### config.mk
export PLATFORM = sky130hd
export DESIGN_NAME = stick_radial_dead_zone_core_flat
export DESIGN_NICKNAME = d
export VERILOG_FILES = /design/src/rtl/srdz_pkg.sv /design/src/rtl/srdz_in_if.sv /design/src/rtl/srdz_out_if.sv /design/src/rtl/srdz_isqrt.sv /design/src/rtl/srdz_div.sv /design/src/rtl/stick_radial_dead_zone_core.sv /design/src/flat_wrapper.sv
export SDC_FILE = /design/constraint.sdc
export NUM_CORES = 2
export LEC_CHECK = 0
export CAP_MARGIN = 20
export CORE_MARGIN = 5
export CORE_UTILIZATION = 65
export CTS_BUF_LIST = sky130_fd_sc_hd__clkbuf_2 sky130_fd_sc_hd__clkbuf_4 sky130_fd_sc_hd__clkbuf_8
export DETAILED_ROUTE_END_ITERATION = 8
export DONT_BUFFER_PORTS = 1
export GPL_ROUTABILITY_DRIVEN = 0
export PLACE_DENSITY = 0.83
export SLEW_MARGIN = 20
export SYNTH_ARGS = -nofsm -noshare
export SYNTH_HDL_FRONTEND = slang
export SYNTH_HIERARCHICAL = 1
export SYNTH_SLANG_ARGS = --single-unit
### constraint.sdc
create_clock -name clk_i -period 61.2 [get_ports clk_i]
set_clock_uncertainty 0.2 [all_clocks]
set_input_delay 9.18 -clock clk_i [delete_from_list [all_inputs] [get_ports clk_i]]
set_output_delay 9.18 -clock clk_i [all_outputs]
set_load 0.005 [all_outputs]
### src/rtl/srdz_pkg.sv
// ----------------------------------------------------------------------------
// srdz_pkg
// Shared widths, reset values and sideband types for the radial dead zone.
// ----------------------------------------------------------------------------
`timescale 1ns / 1ps

package srdz_pkg;

  // Field and datapath widths
  localparam int unsigned AxisW = 9;   // signed stick / scaled fields
  localparam int unsigned MagW  = 9;   // |axis|, 0..256
  localparam int unsigned DzW   = 7;   // dead_zone register
  localparam int unsigned SumW  = 18;  // x*x + y*y
  localparam int unsigned RadW  = 34;  // (x*x + y*y) << 16
  localparam int unsigned RootW = 17;  // radius, 8 fraction bits
  localparam int unsigned NumW  = 33;  // mag * 128 * (m - edge)
  localparam int unsigned DenW  = 25;  // m * (128 - dead_zone)
  localparam int unsigned QW    = 9;   // quotient, top bit flags saturation

  // Register map
  localparam logic [DzW-1:0] DzReset     = 7'd30;
  localparam logic           IdxDeadZone = 1'b0;

  // Axis sign and magnitude, carried alongside the root pipeline
  typedef struct packed {
    logic            neg_x;
    logic            neg_y;
    logic [MagW-1:0] mag_x;
    logic [MagW-1:0] mag_y;
  } axis_t;

  // Axis signs, carried alongside the divider
  typedef struct packed {
    logic neg_x;
    logic neg_y;
  } sign_t;

endpackage

### src/rtl/srdz_in_if.sv
// ----------------------------------------------------------------------------
// srdz_in_if
// Stick sample channel: valid/ready handshake with x and y deflection.
// ----------------------------------------------------------------------------
`timescale 1ns / 1ps

interface srdz_in_if;
  logic                               valid;
  logic                               ready;
  logic signed [srdz_pkg::AxisW-1:0]  stick_x;
  logic signed [srdz_pkg::AxisW-1:0]  stick_y;

  modport source (output valid, output stick_x, output stick_y, input ready);
  modport sink   (input valid, input stick_x, input stick_y, output ready);
endinterface

### src/rtl/srdz_out_if.sv
// ----------------------------------------------------------------------------
// srdz_out_if
// Scaled stick channel: valid/ready handshake with rescaled x and y.
// ----------------------------------------------------------------------------
`timescale 1ns / 1ps

interface srdz_out_if;
  logic                               valid;
  logic                               ready;
  logic signed [srdz_pkg::AxisW-1:0]  scaled_x;
  logic signed [srdz_pkg::AxisW-1:0]  scaled_y;

  modport source (output valid, output scaled_x, output scaled_y, input ready);
  modport sink   (input valid, input scaled_x, input scaled_y, output ready);
endinterface

### src/rtl/srdz_isqrt.sv
// ----------------------------------------------------------------------------
// srdz_isqrt
// Pipelined floor square root, two result bits per stage, elastic stalls.
// ----------------------------------------------------------------------------
`timescale 1ns / 1ps

module srdz_isqrt (
  input  logic                          clk_i,
  input  logic                          rst_ni,
  input  logic                          valid_i,
  output logic                          ready_o,
  input  logic [srdz_pkg::RadW-1:0]     rad_i,
  input  srdz_pkg::axis_t               side_i,
  output logic                          valid_o,
  input  logic                          ready_i,
  output logic [srdz_pkg::RootW-1:0]    root_o,
  output srdz_pkg::axis_t               side_o
);

  localparam int unsigned RadW   = srdz_pkg::RadW;
  localparam int unsigned RootW  = srdz_pkg::RootW;
  localparam int unsigned RemW   = RootW + 2;
  localparam int unsigned PerStg = 2;
  localparam int unsigned NStg   = (RootW + PerStg - 1) / PerStg;

  logic [NStg-1:0]  v_q;
  logic [NStg:0]    en;

  logic [RadW-1:0]  rad_q  [NStg];
  logic [RemW-1:0]  rem_q  [NStg];
  logic [RootW-1:0] root_q [NStg];
  srdz_pkg::axis_t  side_q [NStg];

  logic [RadW-1:0]  rad_d  [NStg];
  logic [RemW-1:0]  rem_d  [NStg];
  logic [RootW-1:0] root_d [NStg];

  logic [NStg-1:0]  src_v;
  logic [RadW-1:0]  src_rad  [NStg];
  logic [RemW-1:0]  src_rem  [NStg];
  logic [RootW-1:0] src_root [NStg];
  srdz_pkg::axis_t  src_side [NStg];

  // A stage may load when it is empty or its contents move on.
  always_comb begin : en_chain
    en[NStg] = ready_i;
    for (int k = NStg - 1; k >= 0; k--) begin
      en[k] = !v_q[k] || en[k+1];
    end
  end

  always_comb begin : stage_src
    src_v[0]    = valid_i;
    src_rad[0]  = rad_i;
    src_rem[0]  = '0;
    src_root[0] = '0;
    src_side[0] = side_i;
    for (int k = 1; k < NStg; k++) begin
      src_v[k]    = v_q[k-1];
      src_rad[k]  = rad_q[k-1];
      src_rem[k]  = rem_q[k-1];
      src_root[k] = root_q[k-1];
      src_side[k] = side_q[k-1];
    end
  end

  // Restoring digit recurrence: bring down two radicand bits, try 4*root+1.
  always_comb begin : root_steps
    logic [RadW-1:0]  rad;
    logic [RemW-1:0]  rem;
    logic [RootW-1:0] root;
    logic [RemW+1:0]  rem_w;
    logic [RemW+1:0]  trial;
    for (int k = 0; k < NStg; k++) begin
      rad  = src_rad[k];
      rem  = src_rem[k];
      root = src_root[k];
      for (int s = 0; s < PerStg; s++) begin
        if (k * PerStg + s < RootW) begin
          rem_w = {rem, rad[RadW-1 -: 2]};
          trial = {2'b00, root, 2'b01};
          if (rem_w >= trial) begin
            rem_w = rem_w - trial;
            root  = {root[RootW-2:0], 1'b1};
          end else begin
            root  = {root[RootW-2:0], 1'b0};
          end
          rem = rem_w[RemW-1:0];
          rad = {rad[RadW-3:0], 2'b00};
        end
      end
      rad_d[k]  = rad;
      rem_d[k]  = rem;
      root_d[k] = root;
    end
  end

  always_ff @(posedge clk_i or negedge rst_ni) begin
    if (!rst_ni) begin
      v_q <= '0;
    end else begin
      for (int k = 0; k < NStg; k++) begin
        if (en[k]) begin
          v_q[k] <= src_v[k];
        end
      end
    end
  end

  always_ff @(posedge clk_i) begin
    for (int k = 0; k < NStg; k++) begin
      if (en[k]) begin
        rad_q[k]  <= rad_d[k];
        rem_q[k]  <= rem_d[k];
        root_q[k] <= root_d[k];
        side_q[k] <= src_side[k];
      end
    end
  end

  assign ready_o = en[0];
  assign valid_o = v_q[NStg-1];
  assign root_o  = root_q[NStg-1];
  assign side_o  = side_q[NStg-1];

endmodule

### src/rtl/srdz_div.sv
// ----------------------------------------------------------------------------
// srdz_div
// Two-lane pipelined restoring divider, nine quotient bits, two per stage.
// ----------------------------------------------------------------------------
`timescale 1ns / 1ps

module srdz_div (
  input  logic                          clk_i,
  input  logic                          rst_ni,
  input  logic                          valid_i,
  output logic                          ready_o,
  input  logic [srdz_pkg::NumW-1:0]     num_x_i,
  input  logic [srdz_pkg::NumW-1:0]     num_y_i,
  input  logic [srdz_pkg::DenW-1:0]     den_i,
  input  srdz_pkg::sign_t               side_i,
  output logic                          valid_o,
  input  logic                          ready_i,
  output logic [srdz_pkg::QW-1:0]       quo_x_o,
  output logic [srdz_pkg::QW-1:0]       quo_y_o,
  output srdz_pkg::sign_t               side_o
);

  localparam int unsigned NumW   = srdz_pkg::NumW;
  localparam int unsigned DenW   = srdz_pkg::DenW;
  localparam int unsigned QW     = srdz_pkg::QW;
  localparam int unsigned PerStg = 2;
  localparam int unsigned NStg   = (QW + PerStg - 1) / PerStg;

  logic [NStg-1:0] v_q;
  logic [NStg:0]   en;

  logic [NumW-1:0] rx_q [NStg];
  logic [NumW-1:0] ry_q [NStg];
  logic [QW-1:0]   qx_q [NStg];
  logic [QW-1:0]   qy_q [NStg];
  logic [DenW-1:0] den_q  [NStg];
  srdz_pkg::sign_t side_q [NStg];

  logic [NumW-1:0] rx_d [NStg];
  logic [NumW-1:0] ry_d [NStg];
  logic [QW-1:0]   qx_d [NStg];
  logic [QW-1:0]   qy_d [NStg];

  logic [NStg-1:0] src_v;
  logic [NumW-1:0] src_rx [NStg];
  logic [NumW-1:0] src_ry [NStg];
  logic [QW-1:0]   src_qx [NStg];
  logic [QW-1:0]   src_qy [NStg];
  logic [DenW-1:0] src_den  [NStg];
  srdz_pkg::sign_t src_side [NStg];

  // One restoring step at quotient weight 2^sh; returns {rem, quotient}.
  function automatic logic [NumW+QW-1:0] div_step(
    input logic [NumW-1:0] rem,
    input logic [QW-1:0]   quo,
    input logic [DenW-1:0] den,
    input int unsigned     sh
  );
    logic [NumW:0] rem_w;
    logic [NumW:0] dsh;
    logic          ge;
    rem_w = {1'b0, rem};
    dsh   = {{(NumW + 1 - DenW){1'b0}}, den} << sh;
    ge    = (rem_w >= dsh);
    if (ge) begin
      rem_w = rem_w - dsh;
    end
    return {rem_w[NumW-1:0], quo[QW-2:0], ge};
  endfunction

  always_comb begin : en_chain
    en[NStg] = ready_i;
    for (int k = NStg - 1; k >= 0; k--) begin
      en[k] = !v_q[k] || en[k+1];
    end
  end

  always_comb begin : stage_src
    src_v[0]    = valid_i;
    src_rx[0]   = num_x_i;
    src_ry[0]   = num_y_i;
    src_qx[0]   = '0;
    src_qy[0]   = '0;
    src_den[0]  = den_i;
    src_side[0] = side_i;
    for (int k = 1; k < NStg; k++) begin
      src_v[k]    = v_q[k-1];
      src_rx[k]   = rx_q[k-1];
      src_ry[k]   = ry_q[k-1];
      src_qx[k]   = qx_q[k-1];
      src_qy[k]   = qy_q[k-1];
      src_den[k]  = den_q[k-1];
      src_side[k] = side_q[k-1];
    end
  end

  always_comb begin : div_steps
    logic [NumW+QW-1:0] sx;
    logic [NumW+QW-1:0] sy;
    for (int k = 0; k < NStg; k++) begin
      sx = {src_rx[k], src_qx[k]};
      sy = {src_ry[k], src_qy[k]};
      for (int s = 0; s < PerStg; s++) begin
        if (k * PerStg + s < QW) begin
          sx = div_step(sx[NumW+QW-1:QW], sx[QW-1:0], src_den[k],
                        QW - 1 - (k * PerStg + s));
          sy = div_step(sy[NumW+QW-1:QW], sy[QW-1:0], src_den[k],
                        QW - 1 - (k * PerStg + s));
        end
      end
      rx_d[k] = sx[NumW+QW-1:QW];
      qx_d[k] = sx[QW-1:0];
      ry_d[k] = sy[NumW+QW-1:QW];
      qy_d[k] = sy[QW-1:0];
    end
  end

  always_ff @(posedge clk_i or negedge rst_ni) begin
    if (!rst_ni) begin
      v_q <= '0;
    end else begin
      for (int k = 0; k < NStg; k++) begin
        if (en[k]) begin
          v_q[k] <= src_v[k];
        end
      end
    end
  end

  always_ff @(posedge clk_i) begin
    for (int k = 0; k < NStg; k++) begin
      if (en[k]) begin
        rx_q[k]   <= rx_d[k];
        ry_q[k]   <= ry_d[k];
        qx_q[k]   <= qx_d[k];
        qy_q[k]   <= qy_d[k];
        den_q[k]  <= src_den[k];
        side_q[k] <= src_side[k];
      end
    end
  end

  assign ready_o = en[0];
  assign valid_o = v_q[NStg-1];
  assign quo_x_o = qx_q[NStg-1];
  assign quo_y_o = qy_q[NStg-1];
  assign side_o  = side_q[NStg-1];

endmodule

### src/rtl/stick_radial_dead_zone_core.sv
// ----------------------------------------------------------------------------
// stick_radial_dead_zone_core
// Each item passes through 18 register stages, A to E, before its result
// can be taken at the output.
// Throughput: one item per cycle while the consumer keeps taking results.
// Reset clears every stage valid bit and sets dead_zone to 30.
// ----------------------------------------------------------------------------
`timescale 1ns / 1ps

// Pipeline map (each stage is a register with its own valid bit):
//   A      : sign and magnitude of each axis
//   B      : x*x + y*y
//   R1..R9 : floor sqrt of the sum << 16, two root bits per stage
//   C      : dead-zone test, numerators mag*128*(m-edge), denominator m*span
//   D1..D5 : both axes divided, two quotient bits per stage
//   E      : saturate to 255, restore sign, output register
// Stages are elastic: a stage loads when it is empty or its item moves on,
// so bubbles are squeezed out and the input keeps taking items while a
// finished result waits at the output, until every stage is full.

module stick_radial_dead_zone_core (
  input  logic                 clk_i,
  input  logic                 rst_ni,
  srdz_in_if.sink              sample_i,
  srdz_out_if.source           result_o,
  input  logic                 psel,
  input  logic                 penable,
  input  logic                 pwrite,
  input  logic [2:0]           paddr,
  input  logic [31:0]          pwdata,
  output logic [31:0]          prdata,
  output logic                 pready
);

  localparam int unsigned AxisW = srdz_pkg::AxisW;
  localparam int unsigned MagW  = srdz_pkg::MagW;
  localparam int unsigned DzW   = srdz_pkg::DzW;
  localparam int unsigned SumW  = srdz_pkg::SumW;
  localparam int unsigned RadW  = srdz_pkg::RadW;
  localparam int unsigned RootW = srdz_pkg::RootW;
  localparam int unsigned NumW  = srdz_pkg::NumW;
  localparam int unsigned DenW  = srdz_pkg::DenW;
  localparam int unsigned QW    = srdz_pkg::QW;
  localparam int unsigned SpanW = 8;
  localparam int unsigned ProdW = MagW + RootW;  // mag * (m - edge)
  localparam int unsigned Depth = 18;            // register stages in total
  localparam int unsigned CntW  = $clog2(Depth + 1);

  // --------------------------------------------------------------------------
  // Configuration: one register, dead_zone, at byte addresses 0 to 3 (paddr[2] == 0)
  // --------------------------------------------------------------------------
  logic [DzW-1:0] dz_q;
  logic           cfg_wr;

  assign cfg_wr = psel && penable && pwrite && (paddr[2] == srdz_pkg::IdxDeadZone);

  always_ff @(posedge clk_i or negedge rst_ni) begin
    if (!rst_ni) begin
      dz_q <= srdz_pkg::DzReset;
    end else if (cfg_wr) begin
      dz_q <= pwdata[DzW-1:0];
    end
  end

  assign pready = 1'b1;
  assign prdata = (paddr[2] == srdz_pkg::IdxDeadZone) ? {{(32 - DzW){1'b0}}, dz_q} : '0;

  // --------------------------------------------------------------------------
  // Handshake chain between the local stages and the two sub-pipelines
  // --------------------------------------------------------------------------
  logic a_v_q, b_v_q, c_v_q, e_v_q;
  logic en_a, en_b, en_c, en_e;
  logic sq_ready, sq_valid;
  logic dv_ready, dv_valid;

  assign en_e = !e_v_q || result_o.ready;
  assign en_c = !c_v_q || dv_ready;
  assign en_b = !b_v_q || sq_ready;
  assign en_a = !a_v_q || en_b;

  assign sample_i.ready = en_a;

  always_ff @(posedge clk_i or negedge rst_ni) begin
    if (!rst_ni) begin
      a_v_q <= 1'b0;
      b_v_q <= 1'b0;
      c_v_q <= 1'b0;
      e_v_q <= 1'b0;
    end else begin
      if (en_a) a_v_q <= sample_i.valid;
      if (en_b) b_v_q <= a_v_q;
      if (en_c) c_v_q <= sq_valid;
      if (en_e) e_v_q <= dv_valid;
    end
  end

  // --------------------------------------------------------------------------
  // Stage A: sign/magnitude. -256 negates to 9'h100, read unsigned as 256.
  // --------------------------------------------------------------------------
  srdz_pkg::axis_t a_q;
  srdz_pkg::axis_t a_d;

  always_comb begin
    a_d.neg_x = sample_i.stick_x[AxisW-1];
    a_d.neg_y = sample_i.stick_y[AxisW-1];
    a_d.mag_x = a_d.neg_x ? MagW'(~sample_i.stick_x + 1'b1) : MagW'(sample_i.stick_x);
    a_d.mag_y = a_d.neg_y ? MagW'(~sample_i.stick_y + 1'b1) : MagW'(sample_i.stick_y);
  end

  always_ff @(posedge clk_i) begin
    if (en_a) a_q <= a_d;
  end

  // --------------------------------------------------------------------------
  // Stage B: sum of squares, at most 2^17, fits SumW bits
  // --------------------------------------------------------------------------
  logic [SumW-1:0] sqx, sqy, sum_q;
  srdz_pkg::axis_t b_q;

  assign sqx = {{(SumW - MagW){1'b0}}, a_q.mag_x} * {{(SumW - MagW){1'b0}}, a_q.mag_x};
  assign sqy = {{(SumW - MagW){1'b0}}, a_q.mag_y} * {{(SumW - MagW){1'b0}}, a_q.mag_y};

  always_ff @(posedge clk_i) begin
    if (en_b) begin
      sum_q <= sqx + sqy;
      b_q   <= a_q;
    end
  end

  // --------------------------------------------------------------------------
  // Root pipeline: m = floor(sqrt(sum << 16)), 8 fraction bits
  // --------------------------------------------------------------------------
  logic [RootW-1:0] sq_root;
  srdz_pkg::axis_t  sq_side;

  srdz_isqrt u_isqrt (
    .clk_i   (clk_i),
    .rst_ni  (rst_ni),
    .valid_i (b_v_q),
    .ready_o (sq_ready),
    .rad_i   ({sum_q, {(RadW - SumW){1'b0}}}),
    .side_i  (b_q),
    .valid_o (sq_valid),
    .ready_i (en_c),
    .root_o  (sq_root),
    .side_o  (sq_side)
  );

  // --------------------------------------------------------------------------
  // Stage C: dead-zone test and operands of the division.
  // Inside the zone the numerator is forced to 0 and the divisor to 1 so the
  // divider returns 0 (m may be 0 there, which would make m*span zero).
  // --------------------------------------------------------------------------
  logic [RootW-1:0] edge_c, diff_c;
  logic [SpanW-1:0] span_c;
  logic             below_c;
  logic [ProdW-1:0] px_c, py_c;
  logic [DenW-1:0]  den_c;

  logic [NumW-1:0]  numx_q, numy_q;
  logic [DenW-1:0]  den_q;
  srdz_pkg::sign_t  c_sign_q;

  assign edge_c  = {{(RootW - DzW - 8){1'b0}}, dz_q, 8'b0};
  assign below_c = (sq_root == '0) || (sq_root < edge_c);
  assign diff_c  = below_c ? '0 : (sq_root - edge_c);
  assign span_c  = 8'd128 - {{(SpanW - DzW){1'b0}}, dz_q};

  assign px_c = {{(ProdW - MagW){1'b0}}, sq_side.mag_x} * {{(ProdW - RootW){1'b0}}, diff_c};
  assign py_c = {{(ProdW - MagW){1'b0}}, sq_side.mag_y} * {{(ProdW - RootW){1'b0}}, diff_c};
  assign den_c = below_c ? DenW'(1)
               : ({{(DenW - RootW){1'b0}}, sq_root} * {{(DenW - SpanW){1'b0}}, span_c});

  always_ff @(posedge clk_i) begin
    if (en_c) begin
      numx_q         <= {px_c, 7'b0};   // times 128
      numy_q         <= {py_c, 7'b0};
      den_q          <= den_c;
      c_sign_q.neg_x <= sq_side.neg_x;
      c_sign_q.neg_y <= sq_side.neg_y;
    end
  end

  // --------------------------------------------------------------------------
  // Divider: 9-bit quotients, bit 8 set means the quotient is above 255
  // --------------------------------------------------------------------------
  logic [QW-1:0]   qx, qy;
  srdz_pkg::sign_t dv_sign;

  srdz_div u_div (
    .clk_i   (clk_i),
    .rst_ni  (rst_ni),
    .valid_i (c_v_q),
    .ready_o (dv_ready),
    .num_x_i (numx_q),
    .num_y_i (numy_q),
    .den_i   (den_q),
    .side_i  (c_sign_q),
    .valid_o (dv_valid),
    .ready_i (en_e),
    .quo_x_o (qx),
    .quo_y_o (qy),
    .side_o  (dv_sign)
  );

  // --------------------------------------------------------------------------
  // Stage E: saturate, apply sign, hold for the consumer
  // --------------------------------------------------------------------------
  function automatic logic [AxisW-1:0] sat_sign(input logic [QW-1:0] q, input logic neg);
    logic [AxisW-1:0] val;
    val = {1'b0, (q[QW-1] ? 8'hFF : q[QW-2:0])};
    return neg ? AxisW'(~val + 1'b1) : val;
  endfunction

  logic signed [AxisW-1:0] ox_q, oy_q;

  always_ff @(posedge clk_i) begin
    if (en_e) begin
      ox_q <= sat_sign(qx, dv_sign.neg_x);
      oy_q <= sat_sign(qy, dv_sign.neg_y);
    end
  end

  assign result_o.valid    = e_v_q;
  assign result_o.scaled_x = ox_q;
  assign result_o.scaled_y = oy_q;

  // --------------------------------------------------------------------------
  // Assertions
  // --------------------------------------------------------------------------
  logic [CntW-1:0] inflight_q, inflight_d;
  logic            take_in, take_out;

  assign take_in    = sample_i.valid && sample_i.ready;
  assign take_out   = result_o.valid && result_o.ready;
  assign inflight_d = inflight_q + {{(CntW - 1){1'b0}}, take_in}
                                 - {{(CntW - 1){1'b0}}, take_out};

  always_ff @(posedge clk_i or negedge rst_ni) begin
    if (!rst_ni) begin
      inflight_q <= '0;
    end else begin
      inflight_q <= inflight_d;
    end
  end

  // Never more items in flight than there are stages.
  a_depth: assert property (@(posedge clk_i) disable iff (!rst_ni)
    inflight_q <= CntW'(Depth))
    else $error("more items in flight than pipeline stages");

  // An empty output stage lets the whole chain advance.
  a_ready: assert property (@(posedge clk_i) disable iff (!rst_ni)
    !result_o.valid |-> sample_i.ready)
    else $error("input stalled while output stage is empty");

  // Nothing comes out of an empty pipeline.
  a_empty: assert property (@(posedge clk_i) disable iff (!rst_ni)
    (inflight_q == '0) |-> !result_o.valid)
    else $error("result without an item in flight");

  // Saturation keeps results within -255..255.
  a_sat: assert property (@(posedge clk_i) disable iff (!rst_ni)
    result_o.valid |-> (result_o.scaled_x != -9'sd256) && (result_o.scaled_y != -9'sd256))
    else $error("result outside saturation range");

endmodule
### src/flat_wrapper.sv
// flat-port wrapper written by rule: the top's interface ports become plain ports
module stick_radial_dead_zone_core_flat 
  (clk_i, rst_ni, psel, penable, pwrite, paddr, pwdata, prdata, pready, sample_i_valid, sample_i_stick_x, sample_i_stick_y, sample_i_ready, result_o_valid, result_o_scaled_x, result_o_scaled_y, result_o_ready);
  srdz_in_if sample_i_i ();
  srdz_out_if result_o_i ();
  input  logic clk_i;
  input  logic rst_ni;
  input  logic psel;
  input  logic penable;
  input  logic pwrite;
  input  logic [2:0] paddr;
  input  logic [31:0] pwdata;
  output logic [31:0] prdata;
  output logic pready;
  input wire logic [$bits(sample_i_i.valid)-1:0] sample_i_valid;
  input wire logic [$bits(sample_i_i.stick_x)-1:0] sample_i_stick_x;
  input wire logic [$bits(sample_i_i.stick_y)-1:0] sample_i_stick_y;
  output wire logic [$bits(sample_i_i.ready)-1:0] sample_i_ready;
  output wire logic [$bits(result_o_i.valid)-1:0] result_o_valid;
  output wire logic [$bits(result_o_i.scaled_x)-1:0] result_o_scaled_x;
  output wire logic [$bits(result_o_i.scaled_y)-1:0] result_o_scaled_y;
  input wire logic [$bits(result_o_i.ready)-1:0] result_o_ready;
  assign sample_i_i.valid = sample_i_valid;
  assign sample_i_i.stick_x = sample_i_stick_x;
  assign sample_i_i.stick_y = sample_i_stick_y;
  assign sample_i_ready = sample_i_i.ready;
  assign result_o_valid = result_o_i.valid;
  assign result_o_scaled_x = result_o_i.scaled_x;
  assign result_o_scaled_y = result_o_i.scaled_y;
  assign result_o_i.ready = result_o_ready;
  stick_radial_dead_zone_core u_core (.clk_i(clk_i), .rst_ni(rst_ni), .sample_i(sample_i_i), .result_o(result_o_i), .psel(psel), .penable(penable), .pwrite(pwrite), .paddr(paddr), .pwdata(pwdata), .prdata(prdata), .pready(pready));
endmodule
== Yosys cells after proc, flatten, opt, wreduce, memory -nomap -nowiden ==
Memory sizes are Yosys's and may differ from the RTL's.
Index checks and enable logic that the tools add are counted.

* Register bits: 180
* Bits in latches: 0
* Bits in writable memories: 1,347
* Bits in read-only memories: 0
* Bits of input ports: 60
* Output and inout bits: 53
* Logic and storage cells: 266
* Memories: 10

{| class="wikitable"
|+ Memory list
! name !! depth !! width !! read ports !! clocked after memory_dff !! write ports !! line !! RTL
|-
| u_core.u_isqrt.rad_q || 9 || 32 || 8 || 0 || 9 || srdz_isqrt.sv:29 || <nowiki>logic [RadW-1:0] rad_q [NStg];</nowiki>
|-
| u_core.u_isqrt.side_q || 9 || 20 || 9 || 0 || 9 || srdz_isqrt.sv:32 || <nowiki>srdz_pkg::axis_t side_q [NStg];</nowiki>
|-
| u_core.u_isqrt.rem_q || 9 || 19 || 8 || 0 || 9 || srdz_isqrt.sv:30 || <nowiki>logic [RemW-1:0] rem_q [NStg];</nowiki>
|-
| u_core.u_div.rx_q || 5 || 33 || 4 || 0 || 5 || srdz_div.sv:32 || <nowiki>logic [NumW-1:0] rx_q [NStg];</nowiki>
|-
| u_core.u_div.ry_q || 5 || 33 || 4 || 0 || 5 || srdz_div.sv:33 || <nowiki>logic [NumW-1:0] ry_q [NStg];</nowiki>
|-
| u_core.u_isqrt.root_q || 9 || 17 || 9 || 0 || 9 || srdz_isqrt.sv:31 || <nowiki>logic [RootW-1:0] root_q [NStg];</nowiki>
|-
| 4 more memories || - || - || - || - || - || - ||
|}

* Add/sub/neg operators: 42
* $mul: 5
* Divide/modulo/power cells: 0
* $lt $le $gt $ge: 36
* Equality and inequality tests: 0
* Shift operators: 0
* Mux-type cells: 88
* Bitwise operators: 5
* Reductions and logical operators: 41

{| class="wikitable"
|+ Operator list
! cell !! count
|-
| $mux W33 || 18
|-
| $mux W19 || 17
|-
| $ge A21 B19 Y1 || 15
|-
| $sub A19 B19 Y19 || 15
|-
| $ge A33 B25 Y1 || 2
|-
| $ge A33 B26 Y1 || 2
|-
| $ge A33 B27 Y1 || 2
|-
| $ge A33 B28 Y1 || 2
|-
| $ge A33 B29 Y1 || 2
|-
| $ge A33 B30 Y1 || 2
|-
| $ge A33 B31 Y1 || 2
|-
| $ge A33 B32 Y1 || 2
|-
| $ge A33 B33 Y1 || 2
|-
| $sub A33 B25 Y33 || 2
|-
| $sub A33 B26 Y33 || 2
|-
| $sub A33 B27 Y33 || 2
|-
| $sub A33 B28 Y33 || 2
|-
| $sub A33 B29 Y33 || 2
|-
| $sub A33 B30 Y33 || 2
|-
| $sub A33 B31 Y33 || 2
|-
| $sub A33 B32 Y33 || 2
|-
| $sub A33 B33 Y33 || 2
|-
| $mul A9 B17 Y26 || 2
|-
| $mux W8 || 6
|-
| 21 further kinds || 108
|}

== Logic depth before layout (Yosys ltp) ==
* Depth after elaboration: 19
* Mapped depth: 29
* Mapped depth without buffers: 26

== Modules after synthesis ==
Netlist, hierarchy kept.

{| class="wikitable"
|+ Modules (own cells, without submodules)
! module !! times used !! cells each !! area each (µm²) !! sequential area each (µm²)
|-
| srdz_div || 1 || 4,302 || 39,978.3 || 13,097.6
|-
| srdz_isqrt || 1 || 2,352 || 28,418.5 || 16,440.8
|-
| stick_radial_dead_zone_core || 1 || 2,603 || 24,848.8 || 4,934.7
|}

== Worst setup path after synthesis ==
No wires, ideal clock.

* Path kind: input to output
* Start: input port result_o_ready
* End: output port sample_i_ready
* Data arrival time: 24.686 ns
* Data required time: 51.820 ns
* Path slack: 27.134 ns
* Stages on the path: 13
* Path through: nand2b_1 nor2b_1 nand4_1 inv_1 nand2_1 nand2b_1 nor2b_1 nand3_1 nor2_1 nand3_1 nor2_1 nand3_1 nand3b_1

* Word-level cells in the longest chain between the ends: 18

{| class="wikitable"
|+ RTL lines
! item !! line !! RTL
|-
| from (decl) || flat_wrapper.sv:22 || <nowiki>input wire logic [$bits(result_o_i.ready)-1:0] result_o_ready;</nowiki>
|-
| $logic_or A1 B1 Y1 || stick_radial_dead_zone_core.sv:76 || <nowiki>assign en_e = !e_v_q || result_o.ready;</nowiki>
|-
| $logic_or A1 B1 Y1 (4 in series) || srdz_div.sv:74 || <nowiki>en[k] = !v_q[k] || en[k+1];</nowiki>
|-
| named net u_core.u_div.en[1] || srdz_div.sv:30 || <nowiki>logic [NStg:0] en;</nowiki>
|-
| $logic_or A1 B1 Y1 || srdz_div.sv:74 ||
|-
| named net u_core.dv_ready || stick_radial_dead_zone_core.sv:74 || <nowiki>logic dv_ready, dv_valid;</nowiki>
|-
| $logic_or A1 B1 Y1 || stick_radial_dead_zone_core.sv:77 || <nowiki>assign en_c = !c_v_q || dv_ready;</nowiki>
|-
| named net u_core.en_c || stick_radial_dead_zone_core.sv:72 || <nowiki>logic en_a, en_b, en_c, en_e;</nowiki>
|-
| $logic_or A1 B1 Y1 (3 in series) || srdz_isqrt.sv:48 || <nowiki>en[k] = !v_q[k] || en[k+1];</nowiki>
|-
| named net u_core.u_isqrt.en[6] || srdz_isqrt.sv:27 || <nowiki>logic [NStg:0] en;</nowiki>
|-
| $logic_or A1 B1 Y1 (3 in series) || srdz_isqrt.sv:48 ||
|-
| named net u_core.u_isqrt.en[3] || srdz_isqrt.sv:27 ||
|-
| $logic_or A1 B1 Y1 (3 in series) || srdz_isqrt.sv:48 ||
|-
| named net u_core.sq_ready || stick_radial_dead_zone_core.sv:73 || <nowiki>logic sq_ready, sq_valid;</nowiki>
|-
| $logic_or A1 B1 Y1 || stick_radial_dead_zone_core.sv:78 || <nowiki>assign en_b = !b_v_q || sq_ready;</nowiki>
|-
| $logic_or A1 B1 Y1 || stick_radial_dead_zone_core.sv:79 || <nowiki>assign en_a = !a_v_q || en_b;</nowiki>
|-
| to (decl) || flat_wrapper.sv:18 || <nowiki>output wire logic [$bits(sample_i_i.ready)-1:0] sample_i_ready;</nowiki>
|}

The timed path passes the listed nets, and every way through them passes these cells.

== Worst setup path in the final report ==
Ends and elaborated chain as after synthesis.

==> flow_metrics.env <==
export IMPL_synthesis_area_per_instance_sq_um=10.1
export IMPL_post_synth_top_area_fraction_pct=36.3
export IMPL_cts_hold_buf=0
export IMPL_post_synth_fa_ha_maj_area_fraction_pct=19.9
export IMPL_share_of_cell_area_taken_by_muxes_after_synthesis_pct=3.25
export IMPL_ys_flop_type="sky130_fd_sc_hd__edfxtp_1"
export IMPL_seqCellArea_sq_um=34500
export IMPL_worst_r2r_startpoint="u_core/den_q[1]$_SDFFCE_PP0P_"
export IMPL_clock_sinks=1152
export IMPL_worst_path_max_delay_cell="sky130_fd_sc_hd__nand2b_1"
export IMPL_antenna_found_initial=7
export IMPL_syn_instance_count=9257
export IMPL_start_kind="primary input"
export IMPL_place_hpwl_microns=178000
export IMPL_async_sr_flop_fraction_pct=2.17
export IMPL_worst_hold_start="u_core/u_isqrt/rad_q[0][98]$_DFFE_PP_"
export IMPL_count_leader_synth="sky130_fd_sc_hd__edfxtp_1"
export IMPL_synth_top_family_by_area="adder cells"
export IMPL_path_class="primary input to output port"
export IMPL_wirelength_microns=231000
export IMPL_rows=139
export IMPL_hp_class="register to register"
export IMPL_number_of_global_route_vias_before_repair=71000
export IMPL_synth_area_sq_um=93200
export IMPL_critPathRequiredTime_ns=51.82
export IMPL_grtUsageTotal_pct=30.0
export IMPL_worstMarginPinSlew_ns=1.12
export IMPL_cts_htree_levels=4
export IMPL_multi_input_comb_area_sq_um=54200
export IMPL_area_delta_synth_final_pct=6.25
export IMPL_worst_endpoint_arrival_ns=14.59
export IMPL_critical_path_max_stage_delay_ns=0.77
export IMPL_grt_start_max_net_pins=83
export IMPL_synth_top_cells_by_count="sky130_fd_sc_hd__edfxtp_1 (1,127), sky130_fd_sc_hd__inv_1 (960), sky130_fd_sc_hd__ha_1 (822)"
export IMPL_synth_compound_area_share_pct=14.7
export IMPL_totalNegativeSetupSlack_ns=0
export IMPL_timing_critical_path_cells="nand2b_1, nor2b_1, nand4_1, buf_4, inv_1, nand2_4, nand2b_4, nor2b_1, nand3_2, buf_4, nor2_1, nand3_4, buf_4, nor2_1, nand3_2, nand3b_1, buf_4"
export IMPL_cp_top_family="simple AND/OR/NAND/NOR gates"
export IMPL_clkLatencyLatePin_ns=0.97
export IMPL_worstPathMaxFanout=67
export IMPL_end_kind="output port"
export IMPL_cts_path_max_buffers=3
export IMPL_ant_nets=0
export IMPL_synthTopCellsByArea="sky130_fd_sc_hd__edfxtp_1 (36%), sky130_fd_sc_hd__ha_1 (11%), sky130_fd_sc_hd__fa_1 (8.9%)"
export IMPL_critical_path_top_cell_by_count="sky130_fd_sc_hd__buf_4"
export IMPL_ioPinCount=113
export IMPL_detailedRoute_firstPassIterationCount=9
export IMPL_cap_viol_max_count=0
export IMPL_floorplan_die_width_microns=389
export IMPL_die_h_microns=389
export IMPL_nFillCells=10100
export IMPL_core_area_sq_um=143000
export IMPL_synthXorXnorAreaFrac_pct=6.00
export IMPL_cts_made_buffers=185
export IMPL_grt_first_pass_wirelength_microns=366000
export IMPL_netlist_cell_type_count=113
export IMPL_synth_ff_latch_count=1152
export IMPL_synthSimpleGateAreaFrac_pct=13.8
export IMPL_hold_depth=0
export IMPL_detail_route_wl_per_cell_microns=20.4
export IMPL_reg2reg_to="u_core/u_div/rx_q[0][26]$_DFFE_PP_"
export IMPL_design_final_nets=10600
export IMPL_rsz0062_at_grt="no"
export IMPL_vias_per_cell=6.32
export IMPL_reg2reg_setup_slack_ns=52.10
export IMPL_drv_slew=0
export IMPL_clock_root_buffer="sky130_fd_sc_hd__clkbuf_8"
export IMPL_io_buffers=0
export IMPL_yosysTopAreaCell="sky130_fd_sc_hd__edfxtp_1"
export IMPL_floorplan_initialDensity_pct=65.1
export IMPL_drive_gt1_share_pct=8.00
export IMPL_timing_hold_worst_endpoint="u_core/u_isqrt/rad_q[0][130]$_DFFE_PP_"
export IMPL_synth_enable_flop_cells=1127
export IMPL_initialDrtViolationCount=7353
export IMPL_slew_limit_headroom_pct=24.5
export IMPL_worst_reg2reg_path_length_in_cells=27
export IMPL_detail_route_drc_violations=0
export IMPL_achievable_frequency_mhz=41.7
export IMPL_ys_warn_count=6
export IMPL_via_count=71700
export IMPL_die_area_sq_um=151000
export IMPL_cts_tree="done"
export IMPL_post_route_min_period_ns=23.97
export IMPL_worstPathBufferInverterCount=5
export IMPL_cts_reportedPaths_clkPinSlew_ns=0.07
export IMPL_run_status="finished clean"
export IMPL_cts_setup_buffers=0
export IMPL_finalSetupViolCount=0
export IMPL_postCtsResizedCells=0
export IMPL_seq_area_frac_synth_pct=37.0
export IMPL_finalCritPeriodShare_pct=39.2
export IMPL_grt_overflow_total=0
export IMPL_hold_violations=0
export IMPL_hold_worst_slack_ns=0.195
worst max path at each step:
stage | from | to | slack (ns) | cells past startpoint
after CTS | result_o_ready | sample_i_ready | 37.14 | 17
after floorplan | result_o_ready | sample_i_ready | 27.13 | 13
after global routing | result_o_ready | sample_i_ready | 36.76 | 17
final | result_o_ready | sample_i_ready | 37.23 | 17
after global placement | result_o_ready | sample_i_ready | 37.52 | 17
after detailed placement | result_o_ready | sample_i_ready | 37.22 | 17
flip-flops by register name (all words and copies together) (netlist names), 7 cells and up:
signal and cells:
u_core/b_q 20, u_core/result_o.scaled_x 9, u_core/a_q 20, u_core/sum_q 18, u_core/u_div/side_q 10, u_core/u_isqrt/side_q 180, u_core/u_isqrt/root_q 89, u_core/u_div/qx_q 29
u_core/u_div/rx_q 132, u_core/u_div/den_q 100, u_core/u_div/ry_q 132, u_core/numy_q 26, u_core/dz_q 7, u_core/u_isqrt/rem_q 143, u_core/u_isqrt/rad_q 128, u_core/u_isqrt/v_q 9
u_core/numx_q 26, u_core/den_q 25, u_core/result_o.scaled_y 9, u_core/u_div/qy_q 29
worst register-to-register path, stage by stage, from the launching register on:
cell and delay, ns:
sky130_fd_sc_hd__edfxtp_1 0.42, sky130_fd_sc_hd__inv_1 0.34, sky130_fd_sc_hd__ha_1 0.32, sky130_fd_sc_hd__nor2b_1 0.13, sky130_fd_sc_hd__o21a_1 0.18, sky130_fd_sc_hd__o21ai_0 0.23
sky130_fd_sc_hd__a21o_1 0.22, sky130_fd_sc_hd__a31oi_1 0.18, sky130_fd_sc_hd__a211o_1 0.34, sky130_fd_sc_hd__and2_1 0.20, sky130_fd_sc_hd__a31oi_1 0.77, sky130_fd_sc_hd__inv_1 0.80
sky130_fd_sc_hd__nor2_1 0.26, sky130_fd_sc_hd__a21oi_1 0.12, sky130_fd_sc_hd__fa_1 0.51, sky130_fd_sc_hd__a21o_1 0.17, sky130_fd_sc_hd__a21o_1 0.21, sky130_fd_sc_hd__a211oi_1 0.43
sky130_fd_sc_hd__o31ai_1 0.27, sky130_fd_sc_hd__nand4_1 0.21, sky130_fd_sc_hd__a31oi_1 0.13, sky130_fd_sc_hd__o21a_1 0.22, sky130_fd_sc_hd__o21a_1 0.18, sky130_fd_sc_hd__nor3_1 0.17
sky130_fd_sc_hd__buf_4 0.23, sky130_fd_sc_hd__and2_1 0.55, sky130_fd_sc_hd__inv_2 0.36, sky130_fd_sc_hd__mux2_2 0.42
layout make-up:
| cell class | count | share of cell area, % |
|---|---|---|
| inverter | 968 | 3.67 |
| clock buffer | 237 | 2.96 |
| clock inverter | 107 | 0.996 |
| multi-input combinational | 6913 | 54.7 |
| antenna | 4 | 0.0101 |
| sequential | 1152 | 34.8 |
| tap | 1903 | 2.40 |
| timing repair buffer | 63 | 0.501 |
placed cells by master (no fill, tap or decap), drive strengths merged, types with 71 or more instances in the layout:
| cell | count |
|---|---|
| xnor2 | 454 |
| nand2 | 689 |
| inv | 972 |
| xor2 | 185 |
| a21o | 278 |
| mux2 | 247 |
| edfxtp | 1127 |
| nor3 | 166 |
| a21oi | 675 |
| nand4 | 119 |
| ha | 822 |
| nor2b | 101 |
| and3 | 156 |
| o21bai | 72 |
| nor2 | 592 |
| o21a | 124 |
| fa | 415 |
| nand3 | 157 |
| o21ai | 427 |
| clkinv | 90 |
| and2 | 191 |
| conb | 73 |
| clkbuf | 237 |
| a31oi | 71 |
| nand2b | 104 |
kinds of logic after synthesis:
logic type                 after synthesis
other                                    3
adders and majority gates             1237
buffers and inverters                 1262
xor gates and xnor gates               639
muxes                                  269
AOI/OAI and AO/OA                     2132
DFF                                   1152
and+or+nand+nor                       2563
stage by stage:
step,utilization [%],instance area [sq um],setup WS (ns),instances
2_1_floorplan,-,93500,27.13,9327
3_3_place_gp,66.4,95100,37.52,11000
3_5_place_dp,66.4,95100,37.22,11000
4_1_cts,69.2,99000,37.14,11300
5_1_grt,69.2,99100,36.76,11300
6_report,69.2,99100,37.23,11300
layer usage:
layer | GRT usage [%] | share of wire [%] | wire length [microns] | vias up
met1 | 37.7 | 39 | 89100 | 34200
li1 | - | - | - | 33100
met3 | 6.66 | 9.6 | 22100 | 816
met4 | 15.2 | 5.5 | 12800 | 4
met2 | 49.0 | 46 | 107000 | 3600
met5 | 0 | 0.012 | 27 | -
Power is left out: the tool's default activity adds up to more than one toggle a clock period on the data nets, which glitch-free logic cannot reach.
